$ cat src/swsfr_pkg.sv
package swsfr_pkg;

  // link status codes as seen on the result word
  typedef enum logic [2:0] {
    LINK_CONNECTING   = 3'd0,
    LINK_READING      = 3'd1,
    LINK_OK           = 3'd2,
    LINK_CHECK_ERROR  = 3'd3,
    LINK_DISCONNECTED = 3'd4
  } link_state_t;

  // configuration register indexes
  typedef enum logic [1:0] {
    REG_BIT_THRESHOLD  = 2'd0,
    REG_PREAMBLE_EDGES = 2'd1,
    REG_START_TICK     = 2'd2,
    REG_WRAP_TICK      = 2'd3
  } cfg_reg_t;

  localparam int TICK_W     = 14;
  localparam int INTERVAL_W = 10;
  localparam int PREAMBLE_W = 3;
  localparam int EDGE_W     = 6;
  localparam int DATA_W     = 32;
  localparam int CHECK_W    = 8;
  localparam int VALUE_W    = 16;
  localparam int CFG_DATA_W = 14;

  // frame layout, counted from the first data edge
  localparam logic [EDGE_W:0] DATA_EDGES  = 7'd32;
  localparam logic [EDGE_W:0] FRAME_EDGES = 7'd40;
  localparam logic [EDGE_W:0] LAST_EDGE   = 7'd39;

  localparam logic [INTERVAL_W-1:0] THRESHOLD_RESET = 10'd100;
  localparam logic [PREAMBLE_W-1:0] PREAMBLE_RESET  = 3'd2;
  localparam logic [TICK_W-1:0]     START_RESET     = 14'd2500;
  localparam logic [TICK_W-1:0]     WRAP_RESET      = 14'd9000;

  // low byte of the sum of the four data bytes
  function automatic logic [CHECK_W-1:0] byte_sum(input logic [DATA_W-1:0] d);
    byte_sum = d[7:0] + d[15:8] + d[23:16] + d[31:24];
  endfunction

  // sign-magnitude temperature to two's complement
  function automatic logic [VALUE_W-1:0] sm_to_twos(input logic [VALUE_W-1:0] d);
    logic [VALUE_W-1:0] mag;
    mag = {1'b0, d[VALUE_W-2:0]};
    sm_to_twos = d[VALUE_W-1] ? (~mag + 16'd1) : mag;
  endfunction

endpackage

$ cat src/single_wire_sensor_frame_receiver_core.sv
// channel  | handshake              | word
// ---------+------------------------+-------------------------------------------
// in       | in_valid / in_stall    | kind, interval_us
// out      | out_valid / out_stall  | line_low, link_status, humidity_tenths,
//          |                        | temperature_tenths, frame_done
// cfg      | cfg_valid / cfg_ready  | cfg_index, cfg_data
//
// one word in, one word out; a word passes through the input register, then
// the decode and state update into the output register
// a new word is taken every cycle while out is not stalled; the input register
// and output register together hold two words under a stall
// rst is synchronous active high: config returns to its defaults, link goes to
// connecting, counters, shift bits and decoded values clear; cfg_ready is always
// high; the user has registers written only while the block is idle (unenforced)
module single_wire_sensor_frame_receiver_core
  import swsfr_pkg::*;
(
  input  logic                         clk,
  input  logic                         rst,
  // input words
  input  logic                         in_valid,
  output logic                         in_stall,
  input  logic                         kind,
  input  logic [INTERVAL_W-1:0]        interval_us,
  // result words
  output logic                         out_valid,
  input  logic                         out_stall,
  output logic                         line_low,
  output logic [2:0]                   link_status,
  output logic [VALUE_W-1:0]           humidity_tenths,
  output logic signed [VALUE_W-1:0]    temperature_tenths,
  output logic                         frame_done,
  // configuration writes
  input  logic                         cfg_valid,
  output logic                         cfg_ready,
  input  logic [1:0]                   cfg_index,
  input  logic [CFG_DATA_W-1:0]        cfg_data
);

  // configuration registers
  logic [INTERVAL_W-1:0] bit_threshold_us;
  logic [PREAMBLE_W-1:0] preamble_edges;
  logic [TICK_W-1:0]     start_tick;
  logic [TICK_W-1:0]     wrap_tick;

  // input register
  logic                  stage_valid;
  logic                  stage_kind;
  logic [INTERVAL_W-1:0] stage_interval;

  // receiver state
  logic [TICK_W-1:0]     tick_count,        tick_count_next;
  logic [EDGE_W-1:0]     edge_index,        edge_index_next;
  logic [DATA_W-1:0]     data_bits,         data_bits_next;
  logic [CHECK_W-1:0]    check_bits,        check_bits_next;
  link_state_t           link_state,        link_state_next;
  logic [VALUE_W-1:0]    humidity_value,    humidity_value_next;
  logic [VALUE_W-1:0]    temperature_value, temperature_value_next;
  logic                  drive_low,         drive_low_next;
  logic                  done_next;

  logic                  stage_adv;
  logic                  in_take;

  // working values for the decode
  logic [TICK_W:0]       tick_inc;
  logic [TICK_W:0]       tick_wrapped;
  logic [TICK_W:0]       start_ext;
  logic                  edge_bit;
  logic [EDGE_W:0]       offset;
  logic                  past_preamble;
  logic [EDGE_W:0]       frame_end;
  logic [EDGE_W-1:0]     index_inc;

  // handshakes: the stage moves whenever the output register is free or drained
  assign stage_adv = stage_valid && (!out_valid || !out_stall);
  assign in_stall  = stage_valid && !stage_adv;
  assign in_take   = in_valid && !in_stall;
  assign cfg_ready = 1'b1;

  always_ff @(posedge clk) begin
    if (rst) begin
      bit_threshold_us <= THRESHOLD_RESET;
      preamble_edges   <= PREAMBLE_RESET;
      start_tick       <= START_RESET;
      wrap_tick        <= WRAP_RESET;
    end else if (cfg_valid && cfg_ready) begin
      case (cfg_reg_t'(cfg_index))
        REG_BIT_THRESHOLD:  bit_threshold_us <= cfg_data[INTERVAL_W-1:0];
        REG_PREAMBLE_EDGES: preamble_edges   <= cfg_data[PREAMBLE_W-1:0];
        REG_START_TICK:     start_tick       <= cfg_data[TICK_W-1:0];
        REG_WRAP_TICK:      wrap_tick        <= cfg_data[TICK_W-1:0];
        default: ;
      endcase
    end
  end

  always_ff @(posedge clk) begin
    if (rst) begin
      stage_valid <= 1'b0;
    end else if (in_take) begin
      stage_valid <= 1'b1;
    end else if (stage_adv) begin
      stage_valid <= 1'b0;
    end
  end

  always_ff @(posedge clk) begin
    if (in_take) begin
      stage_kind     <= kind;
      stage_interval <= interval_us;
    end
  end

  // decode of one word against the current state
  always_comb begin
    tick_count_next        = tick_count;
    edge_index_next        = edge_index;
    data_bits_next         = data_bits;
    check_bits_next        = check_bits;
    link_state_next        = link_state;
    humidity_value_next    = humidity_value;
    temperature_value_next = temperature_value;
    drive_low_next         = drive_low;
    done_next              = 1'b0;

    tick_inc      = {1'b0, tick_count} + 15'd1;
    tick_wrapped  = (tick_inc > {1'b0, wrap_tick}) ? '0 : tick_inc;
    start_ext     = {1'b0, start_tick};
    edge_bit      = stage_interval > bit_threshold_us;
    past_preamble = edge_index >= {3'b000, preamble_edges};
    offset        = {1'b0, edge_index} - {4'b0000, preamble_edges};
    frame_end     = {4'b0000, preamble_edges} + LAST_EDGE;
    index_inc     = edge_index + 6'd1;

    if (!stage_kind) begin
      // millisecond tick: wrap, start pulse window, missing sensor
      tick_count_next = tick_wrapped[TICK_W-1:0];
      if (tick_wrapped > start_ext + 15'd1) begin
        edge_index_next = '0;
        drive_low_next  = 1'b0;
      end else if (tick_wrapped >= start_ext) begin
        data_bits_next  = '0;
        check_bits_next = '0;
        drive_low_next  = 1'b1;
        edge_index_next = '0;
      end
      if (link_state == LINK_READING) begin
        link_state_next = LINK_DISCONNECTED;
      end
    end else begin
      // falling edge: class the bit and shift it in msb first
      link_state_next = LINK_READING;
      if (past_preamble && offset < DATA_EDGES) begin
        data_bits_next[5'd31 - offset[4:0]] = data_bits[5'd31 - offset[4:0]] | edge_bit;
      end
      if (past_preamble && offset >= DATA_EDGES && offset < FRAME_EDGES) begin
        check_bits_next[3'd7 - offset[2:0]] = check_bits[3'd7 - offset[2:0]] | edge_bit;
        if (offset == LAST_EDGE) begin
          tick_count_next = '0;
          done_next       = 1'b1;
          if (byte_sum(data_bits_next) == check_bits_next) begin
            link_state_next        = LINK_OK;
            humidity_value_next    = data_bits_next[31:16];
            temperature_value_next = sm_to_twos(data_bits_next[15:0]);
          end else begin
            link_state_next = LINK_CHECK_ERROR;
          end
        end
      end
      edge_index_next = ({1'b0, index_inc} > frame_end) ? '0 : index_inc;
    end
  end

  // state update and result register
  always_ff @(posedge clk) begin
    if (rst) begin
      tick_count        <= '0;
      edge_index        <= '0;
      data_bits         <= '0;
      check_bits        <= '0;
      link_state        <= LINK_CONNECTING;
      humidity_value    <= '0;
      temperature_value <= '0;
      drive_low         <= 1'b0;
    end else if (stage_adv) begin
      tick_count        <= tick_count_next;
      edge_index        <= edge_index_next;
      data_bits         <= data_bits_next;
      check_bits        <= check_bits_next;
      link_state        <= link_state_next;
      humidity_value    <= humidity_value_next;
      temperature_value <= temperature_value_next;
      drive_low         <= drive_low_next;
    end
  end

  always_ff @(posedge clk) begin
    if (rst) begin
      out_valid <= 1'b0;
    end else if (stage_adv) begin
      out_valid <= 1'b1;
    end else if (!out_stall) begin
      out_valid <= 1'b0;
    end
  end

  always_ff @(posedge clk) begin
    if (stage_adv) begin
      line_low           <= drive_low_next;
      link_status        <= link_state_next;
      humidity_tenths    <= humidity_value_next;
      temperature_tenths <= signed'(temperature_value_next);
      frame_done         <= done_next;
    end
  end

`ifndef SYNTHESIS
  // a completed frame always reports a checksum verdict
  a_done_verdict: assert property (@(posedge clk) disable iff (rst)
    out_valid && frame_done |->
      (link_status == LINK_OK || link_status == LINK_CHECK_ERROR))
    else $error("frame_done without checksum verdict");

  // the edge counter never runs past the longest frame
  a_edge_bound: assert property (@(posedge clk) disable iff (rst)
    edge_index <= 6'd46)
    else $error("edge_index out of range");

  // completing a frame restarts the tick counter
  a_done_tick: assert property (@(posedge clk) disable iff (rst)
    stage_adv && done_next |=> tick_count == '0)
    else $error("tick_count not cleared at frame end");

  // the start pulse only begins on a tick
  a_drive_on_tick: assert property (@(posedge clk) disable iff (rst)
    $rose(drive_low) |-> $past(stage_adv && !stage_kind))
    else $error("line driven low outside a tick");

  // a stalled input only while both registers are full
  a_stall_full: assert property (@(posedge clk) disable iff (rst)
    in_stall |-> stage_valid && out_valid && out_stall)
    else $error("input stalled with room in the pipeline");
`endif

endmodule

$ cat config.mk
export PLATFORM = sky130hd
export DESIGN_NAME = single_wire_sensor_frame_receiver_core
export DESIGN_NICKNAME = d
export VERILOG_FILES = /design/src/swsfr_pkg.sv /design/src/single_wire_sensor_frame_receiver_core.sv
export SDC_FILE = /design/constraint.sdc
export NUM_CORES = 1
export LEC_CHECK = 0
export ABC_CLOCK_PERIOD_IN_PS = 6800
export BUFFER_PORTS_ARGS = -buffer_cell sky130_fd_sc_hd__buf_2
export CAP_MARGIN = 20
export CORE_MARGIN = 3
export CORE_UTILIZATION = 53
export CTS_BUF_LIST = sky130_fd_sc_hd__clkbuf_16
export DETAILED_ROUTE_END_ITERATION = 10
export GPL_TIMING_DRIVEN = 0
export PLACE_DENSITY = 0.74
export SYNTH_ARGS = -nofsm -noshare
export SYNTH_HDL_FRONTEND = slang
export SYNTH_SLANG_ARGS = --single-unit
$ cat constraint.sdc
create_clock -name clk -period 6.8 [get_ports clk]
set_clock_uncertainty 0.05 [all_clocks]
set_input_delay 0.68 -clock clk [delete_from_list [all_inputs] [get_ports clk]]
set_output_delay 0.68 -clock clk [all_outputs]
set_load 0.01 [all_outputs]
==> run metrics, run 1 <==
Initial Util 0.549; DR iter-0 viols 952; Post-Synthesis Net Count 1354; Yosys cell types 76; CTS tree built; final net count 1473; Main synth FF type dfxtp_1; initial antenna violation count 0; post-synth top area cell dfxtp_1; Total GRT Usage 0.272; PortBufs 69; worst hold path class in -> reg; Flop pwr share 0.500; Reg2Reg Launch Point edge_index[0]; multi-input logic area 0.00671 mm^2; CTS root buffer clkbuf_16; setup violators final 62; outcome complete, but fails checks; CP delay by family, top adder cells; Setup WS post-layout -129 ps; RePlAce Congestion 0.984; FFs w/ async S/R, synth 0; Critical Path End Type flop; via count 9913; Worst path slowest cell fa_2; worst-case clock buffer depth 2; Final period util 1.02; NetSw 632 uW; Die ar. 0.0231 mm^2; via/cell ratio 6.06; utilization after layout 0.643; Levels on crit path 32; final non-filler cell total 1637; DR WL/cell 19.8 um; first-pass iteration count of the detailed router 6; Critical Path End humidity_value[3]; clock transition at the registers of the reported paths 70 ps; first-pass GRT wire length 51100 um; Clk Latency, worst-skew pair 430 ps; Synth top area share 0.247; Hold Vio Cnt, Final 0; Top Ports 72; layout cells sized above 1 0.173; Die Wd 152 um; Clock Sinks 187; cts bufs inserted 17; Cell Area, Synth 0.0113 mm^2; Peak Freq 144 MHz; die height 152 um; Final ANT Viol Nets 0; Slew Viols, Final 0; vias in the first global route 9684; Core ar. 0.0206 mm^2; sw frac 0.268; VDD IR max 192 uV; r2r worst-path depth 32; reg2reg setup slack -130 ps; Pwr Density 178 mW/mm^2; syn_area_per_cell 9.14 um^2; crit path DAT 7170 ps; Gate Count Post-Synth 1235; Post-synth EDFFs 48; Total Wirelength 32400 um; RSZ-0062 raised after global routing yes; Post-Place Cells 1575; register area share after synthesis 0.374; DP Wirelength 23500 um; critical path startpoint edge_index[0]; Slew HR 0.355; Area Overhead vs Synth 17.2%; maximum fanout along the worst path 10; Worst R2R End humidity_value[3]; largest net degree at the start of global routing 27; Sequential Area 0.00423 mm^2; #FFs+latches synth 187; clock network fraction of total power 0.388; filler instances 1709; Crit Path Class reg -> reg; row cnt 52; CP max stage delay 570 ps; Area contributors post-synth dfxtp_1, edfxtp_1, ha_1; internal power 1.73 mW; Yosys warning total 0; most common library cells after synthesis dfxtp_1, nand2_1, nor2_1; Worst EP required 7040 ps; WP buf/inv 11; antenna fix cells 0; worst slew pin tran 959 ps; Setup crit start kind flop; failing checks setup timing; combinational group share of total power 0.112; number of hold buffers added after CTS 0; Lkg Pwr 5.24 nW; minimum clock period 6930 ps; most frequent cell after synthesis dfxtp_1; # DRC 0; number of max-cap violations 0; gr ovfl total 0; H-tree levels 4
==> power groups by stage <==
stage                     sequential, mW  clock [mW]  combinational, mW
after global placement              1.20           0              0.220
after floorplan                     1.21           0              0.136
final                               1.18       0.916              0.263
after global routing                1.18       0.968              0.283
after detailed placement            1.20           0              0.226
after CTS                           1.18       0.922              0.245
==> flip-flops by register name, summed over array words and instances, names as in the netlist, 6 cells and up <==
register            cells
tick_count             14
temperature_value      16
start_tick             14
data_bits              32
edge_index              6
wrap_tick              14
bit_threshold_us       10
temperature_tenths     16
humidity_value         16
check_bits              8
humidity_tenths        16
stage_interval         10
==> per-stage QoR <==
stage	power, mW	area (um^2)	hold slack, ps	setup WS [ps]	setup TNS, ps
CTS	2.35	12900	364	2.35	0
global route	2.43	13200	362	-339	-18080
floorplan	1.34	11300	386	6.73	0
finish	2.36	13200	373	-129	-4230
global placement	1.42	12000	394	-1220	-74230
detailed placement	1.43	12000	399	-1270	-77780
==> worst min path at each step <==
| stage | to | from | depth (start not counted) |
|---|---|---|---|
| finish | stage_interval[0] | interval_us[0] | 1 |
| global route | stage_interval[5] | interval_us[5] | 1 |
| CTS | stage_interval[5] | interval_us[5] | 1 |
| detailed placement | wrap_tick[12] | wrap_tick[12] | 2 |
| global placement | start_tick[4] | start_tick[4] | 2 |
| floorplan | bit_threshold_us[1] | bit_threshold_us[1] | 2 |
==> layer usage <==
layer | vias to the layer above | track usage | routed length [um] | part of all wire
met4 | 0 | 0.0972 | 1170 | 0.036
met5 | - | 0 | 0 | 0
met3 | 97 | 0.0560 | 2670 | 0.082
li1 | 4627 | - | - | -
met1 | 4727 | 0.371 | 13700 | 0.42
met2 | 462 | 0.432 | 14900 | 0.46
==> cells by family (layout without fill, tap and decap cells) <==
group / count (synthesis) / count (layout) / share of synthesized area
other: 2 / 2 / 0.000666
buffers and inverters: 150 / 282 / 0.0539
xor gates and xnor gates: 62 / 62 / 0.0493
adders and majority gates: 87 / 87 / 0.106
AOI/OAI and AO/OA: 287 / 287 / 0.173
muxes: 75 / 75 / 0.0829
DFF: 187 / 187 / 0.374
and+or+nand+nor: 385 / 385 / 0.159
==> layout make-up <==
class	instances	share of cell area
repair buffers	102	0.0507
well taps	270	0.0255
inverters	93	0.0266
multi-input cells	898	0.508
flip-flops and latches	187	0.320
clock buffers	17	0.0322
plain buffers	55	0.0294
clock inverters	15	0.00814
==> layout by cell type, fill, tap and decap left out, types with 16 or more instances in the layout <==
cell type	n
edfxtp_1	48
nor2_1	104
clkbuf_16	21
buf_2	71
a22o_1	22
clkbuf_1	31
o21ai_0	36
o211ai_1	16
mux2i_1	34
a21oi_1	60
o21ai_1	23
ha_1	69
nand3_1	28
xor2_1	17
nand2_1	133
inv_1	89
dfxtp_1	137
buf_4	27
xnor2_1	41
nor2b_1	21
nor3_1	25
==> worst reg2reg max path: cells and delay by family (launching register included) <==
kind                     cells  cell delay, ps
AND/OR/NAND/NOR              6             920
multiplexers                 4            1210
flip-flops                   1             350
buffers and inverters       11            1290
adder cells (fa/ha/maj)      6            2050
XOR/XNOR                     1             210
AO/OA/AOI/OAI                4             700
==> timing repair <==
item | in CTS | in global routing
buffers inserted | 14 | 15
gates resized for setup | 62 | 38
pin swaps | 14 | 20
gates cloned | 1 | 2
endpoints found under the setup margin | 66 | 96
No activity file was read; power rests on OpenSTA's default activity.
==> run 2, diff against run 1 <==
--- a/config.mk
+++ b/config.mk
@@ -5,6 +5,7 @@
 export SDC_FILE = /design/constraint.sdc
 export NUM_CORES = 1
 export LEC_CHECK = 0
+export ABC_AREA = 1
 export ABC_CLOCK_PERIOD_IN_PS = 6800
 export BUFFER_PORTS_ARGS = -buffer_cell sky130_fd_sc_hd__buf_2
 export CAP_MARGIN = 20
@@ -13,6 +14,7 @@
 export CTS_BUF_LIST = sky130_fd_sc_hd__clkbuf_16
 export DETAILED_ROUTE_END_ITERATION = 10
 export GPL_TIMING_DRIVEN = 0
+export MAX_ROUTING_LAYER = met4
 export PLACE_DENSITY = 0.74
 export SYNTH_ARGS = -nofsm -noshare
 export SYNTH_HDL_FRONTEND = slang
==> run 2 against run 1 <==
  * The run now ends clean
  * Die area is 5.3% higher
  * Critical path depth is 3 higher
  * Core utilization is 3.2 points lower
  * Largest cell class unchanged
==> run metrics, run 2 <==
CTS tree built; Die ar. 0.0243 mm^2 (+5.3%); Area contributors post-synth dfxtp_1, nand2_1, edfxtp_1; post-synth top area cell dfxtp_1; Main synth FF type dfxtp_1; DR WL/cell 16.0 um (-19%); FFs w/ async S/R, synth 0 (unchanged); vias in the first global route 10678 (+10%); Yosys warning total 0 (unchanged); DR iter-0 viols 1212 (+27%); number of max-cap violations 0 (unchanged); CP most frequent cell nand2_1; setup violators final 0 (-100%); syn_area_per_cell 6.85 um^2 (-25%); row cnt 54 (+3.8%); outcome completed; NetSw 950 uW (+50%); cts bufs inserted 17 (unchanged); Die Wd 156 um (+2.6%); most frequent cells in the layout nand2_1, inv_1, nor2_1; Core ar. 0.0220 mm^2 (+6.8%); Critical Path End Type flop; first-pass GRT wire length 54500 um (+6.8%); Total GRT Usage 0.291 (+0.0189); Post-Synthesis Net Count 1858 (+37%); worst-case clock buffer depth 2 (unchanged); antenna fix cells 0 (unchanged); Worst EP required 6940 ps (-100 ps); filler instances 2031 (+19%); Synth top area share 0.234 (-0.0130); Pwr Density 211 mW/mm^2 (+18%); Hold Vio Cnt, Final 0 (unchanged); dpl cell area 0.0126 mm^2 (+5.1%); multi-input logic area 0.00649 mm^2 (-3.4%); DP Wirelength 26400 um (+12%); via/cell ratio 5.43 (-10%); Peak Freq 158 MHz (+9.3%); Yosys cell types 43 (-43%); gr ovfl total 0 (unchanged); fin area 0.0134 mm^2 (+1.6%); max reg flops 32 (unchanged); crit path DAT 6480 ps (-690 ps); PortBufs 69 (unchanged); internal power 1.88 mW (+9.0%); Sequential Area 0.00423 mm^2 (about the same); Gate Count Post-Synth 1739 (+41%); CP delay by family, top adder cells; Slew HR 0.286 (-0.0687); Top Ports 72 (unchanged); minimum clock period 6340 ps (-589 ps); clock transition at the registers of the reported paths 80 ps (about the same); Cell Area, Synth 0.0119 mm^2 (+5.5%); die height 156 um (+2.6%); Worst path slowest cell fa_2; number of hold buffers added after CTS 0 (unchanged); CTS root buffer clkbuf_16; via count 11585 (+17%); # DRC 0 (unchanged); register area share after synthesis 0.355 (-0.0197); WP buf/inv 10 (-1); Clock Sinks 187 (unchanged); worst slew pin tran 1060 ps (+99.8 ps); combinational group share of total power 0.196 (+0.084); maximum fanout along the worst path 10 (unchanged); Reg with most FFs data_bits; CP max stage delay 610 ps (+40 ps); RePlAce Congestion 0.943 (-4.2%); initial antenna violation count 0 (unchanged); layout cells sized above 1 0.0971 (-0.0755); Total Wirelength 34200 um (+5.6%); #FFs+latches synth 187 (unchanged); first-pass iteration count of the detailed router 7 (+1); sw frac 0.336 (+0.0676); H-tree levels 4 (unchanged); most common library cells after synthesis nand2_1, inv_1, nor2_1; Post-synth EDFFs 48 (unchanged); Area Overhead vs Synth 12.8%; Design Power 2.83 mW (+20%); largest net degree at the start of global routing 38 (+41%); most frequent cell after synthesis nand2_1; final net count 1959 (+33%); Initial Util 0.542 (-0.00647); commonest non-fill, non-tap cell in the layout nand2_1; Flop pwr share 0.429 (-0.071); RSZ-0062 raised after global routing no; Clk Latency, worst-skew pair 450 ps (+20 ps); Final ANT Viol Nets 0 (unchanged); Lkg Pwr 6.64 nW (+27%); Crit Path Class reg -> reg; Setup crit start kind flop; worst hold path class in -> reg; Slew Viols, Final 0 (unchanged); VDD IR max 163 uV (-15%); clock network fraction of total power 0.375 (-0.013); Hold WS 357 ps (-15.8 ps); Final period util 0.932 (-0.0866)
run 2: cell count changes in the layout (fill, tap and decap cells not counted), sizes merged, moves of 37 or more:
cell	before	now
nand2	133	506
inv	98	269
nand3	30	101
nor2	104	172
a21oi	63	121
o21ai	64	115
mux2i	41	0
xnor2	42	5
run 2: timing repair:
item,4_1_cts,5_1_grt
buffers inserted,4,8
setup endpoints to repair,66,66
pin swaps,1,7
resized for setup,3,29
run 2: final cells by class:
type | count | share of cell area
Tap cell | 280 | 0.0261
Buffer | 62 | 0.0224
Timing Repair Buffer | 82 | 0.0339
Clock inverter | 15 | 0.0152
Clock buffer | 17 | 0.0317
Inverter | 261 | 0.0731
Sequential cell | 187 | 0.315
Multi-Input combinational cell | 1229 | 0.483
run 2: path summary, 6_finish.rpt:
path                                          start                  end  slack [ps]  cells past startpoint
worst min register to register  bit_threshold_us[9]  bit_threshold_us[9]         420                      2
worst max register to register        edge_index[0]   humidity_tenths[9]         460                     35
worst min-delay path                 interval_us[3]    stage_interval[3]         360                      1
worst max-delay path                  edge_index[0]   humidity_tenths[9]         460                     35
run 2: power by group through the flow:
stage | combinational, mW | clock [mW] | sequential [mW]
after floorplan | 0.363 | 0 | 1.24
after global placement | 0.505 | 0 | 1.24
after detailed placement | 0.516 | 0 | 1.24
after CTS | 0.521 | 1.07 | 1.22
after global routing | 0.620 | 1.12 | 1.22
final | 0.554 | 1.06 | 1.22
run 2: metal layers:
| metal | routed length (um) | up-vias | global-route usage | share of wire |
|---|---|---|---|---|
| met3 | 2330 | 71 | 0.0416 | 0.068 |
| met4 | 945 | 0 | 0.0938 | 0.028 |
| met5 | 0 | - | - | 0 |
| met1 | 15700 | 5326 | 0.407 | 0.46 |
| li1 | - | 5766 | - | - |
| met2 | 15200 | 422 | 0.436 | 0.44 |
run 2: kinds of logic (layout without fill, tap and decap cells):
kind of cell,count (synthesis),in the layout,synth area share
flops,187,187,0.355
buf+inv,323,437,0.106
other cells,2,2,0.000631
fa+ha+maj,87,87,0.101
xor+xnor,29,29,0.0220
simple gates,832,832,0.288
compound gates,279,279,0.128
run 2: worst register-to-register path, delay by kind of cell, from the launching register on:
family	cells	cell delay [ps]
simple gates	16	1620
fa+ha+maj	6	2400
flops	1	350
buf+inv	10	1000
xor+xnor	1	230
compound gates	2	460
run 2: stage by stage:
step                worst slack, ps  utilization  TNS [ps]  std cells
floorplan                       856            -         0       1739
global placement               -345        0.574    -18100       2088
detailed placement             -375        0.575    -19250       2089
CTS                            21.6        0.605         0       2125
global route                   16.1        0.612         0       2133
finish                          460        0.612         0       2133
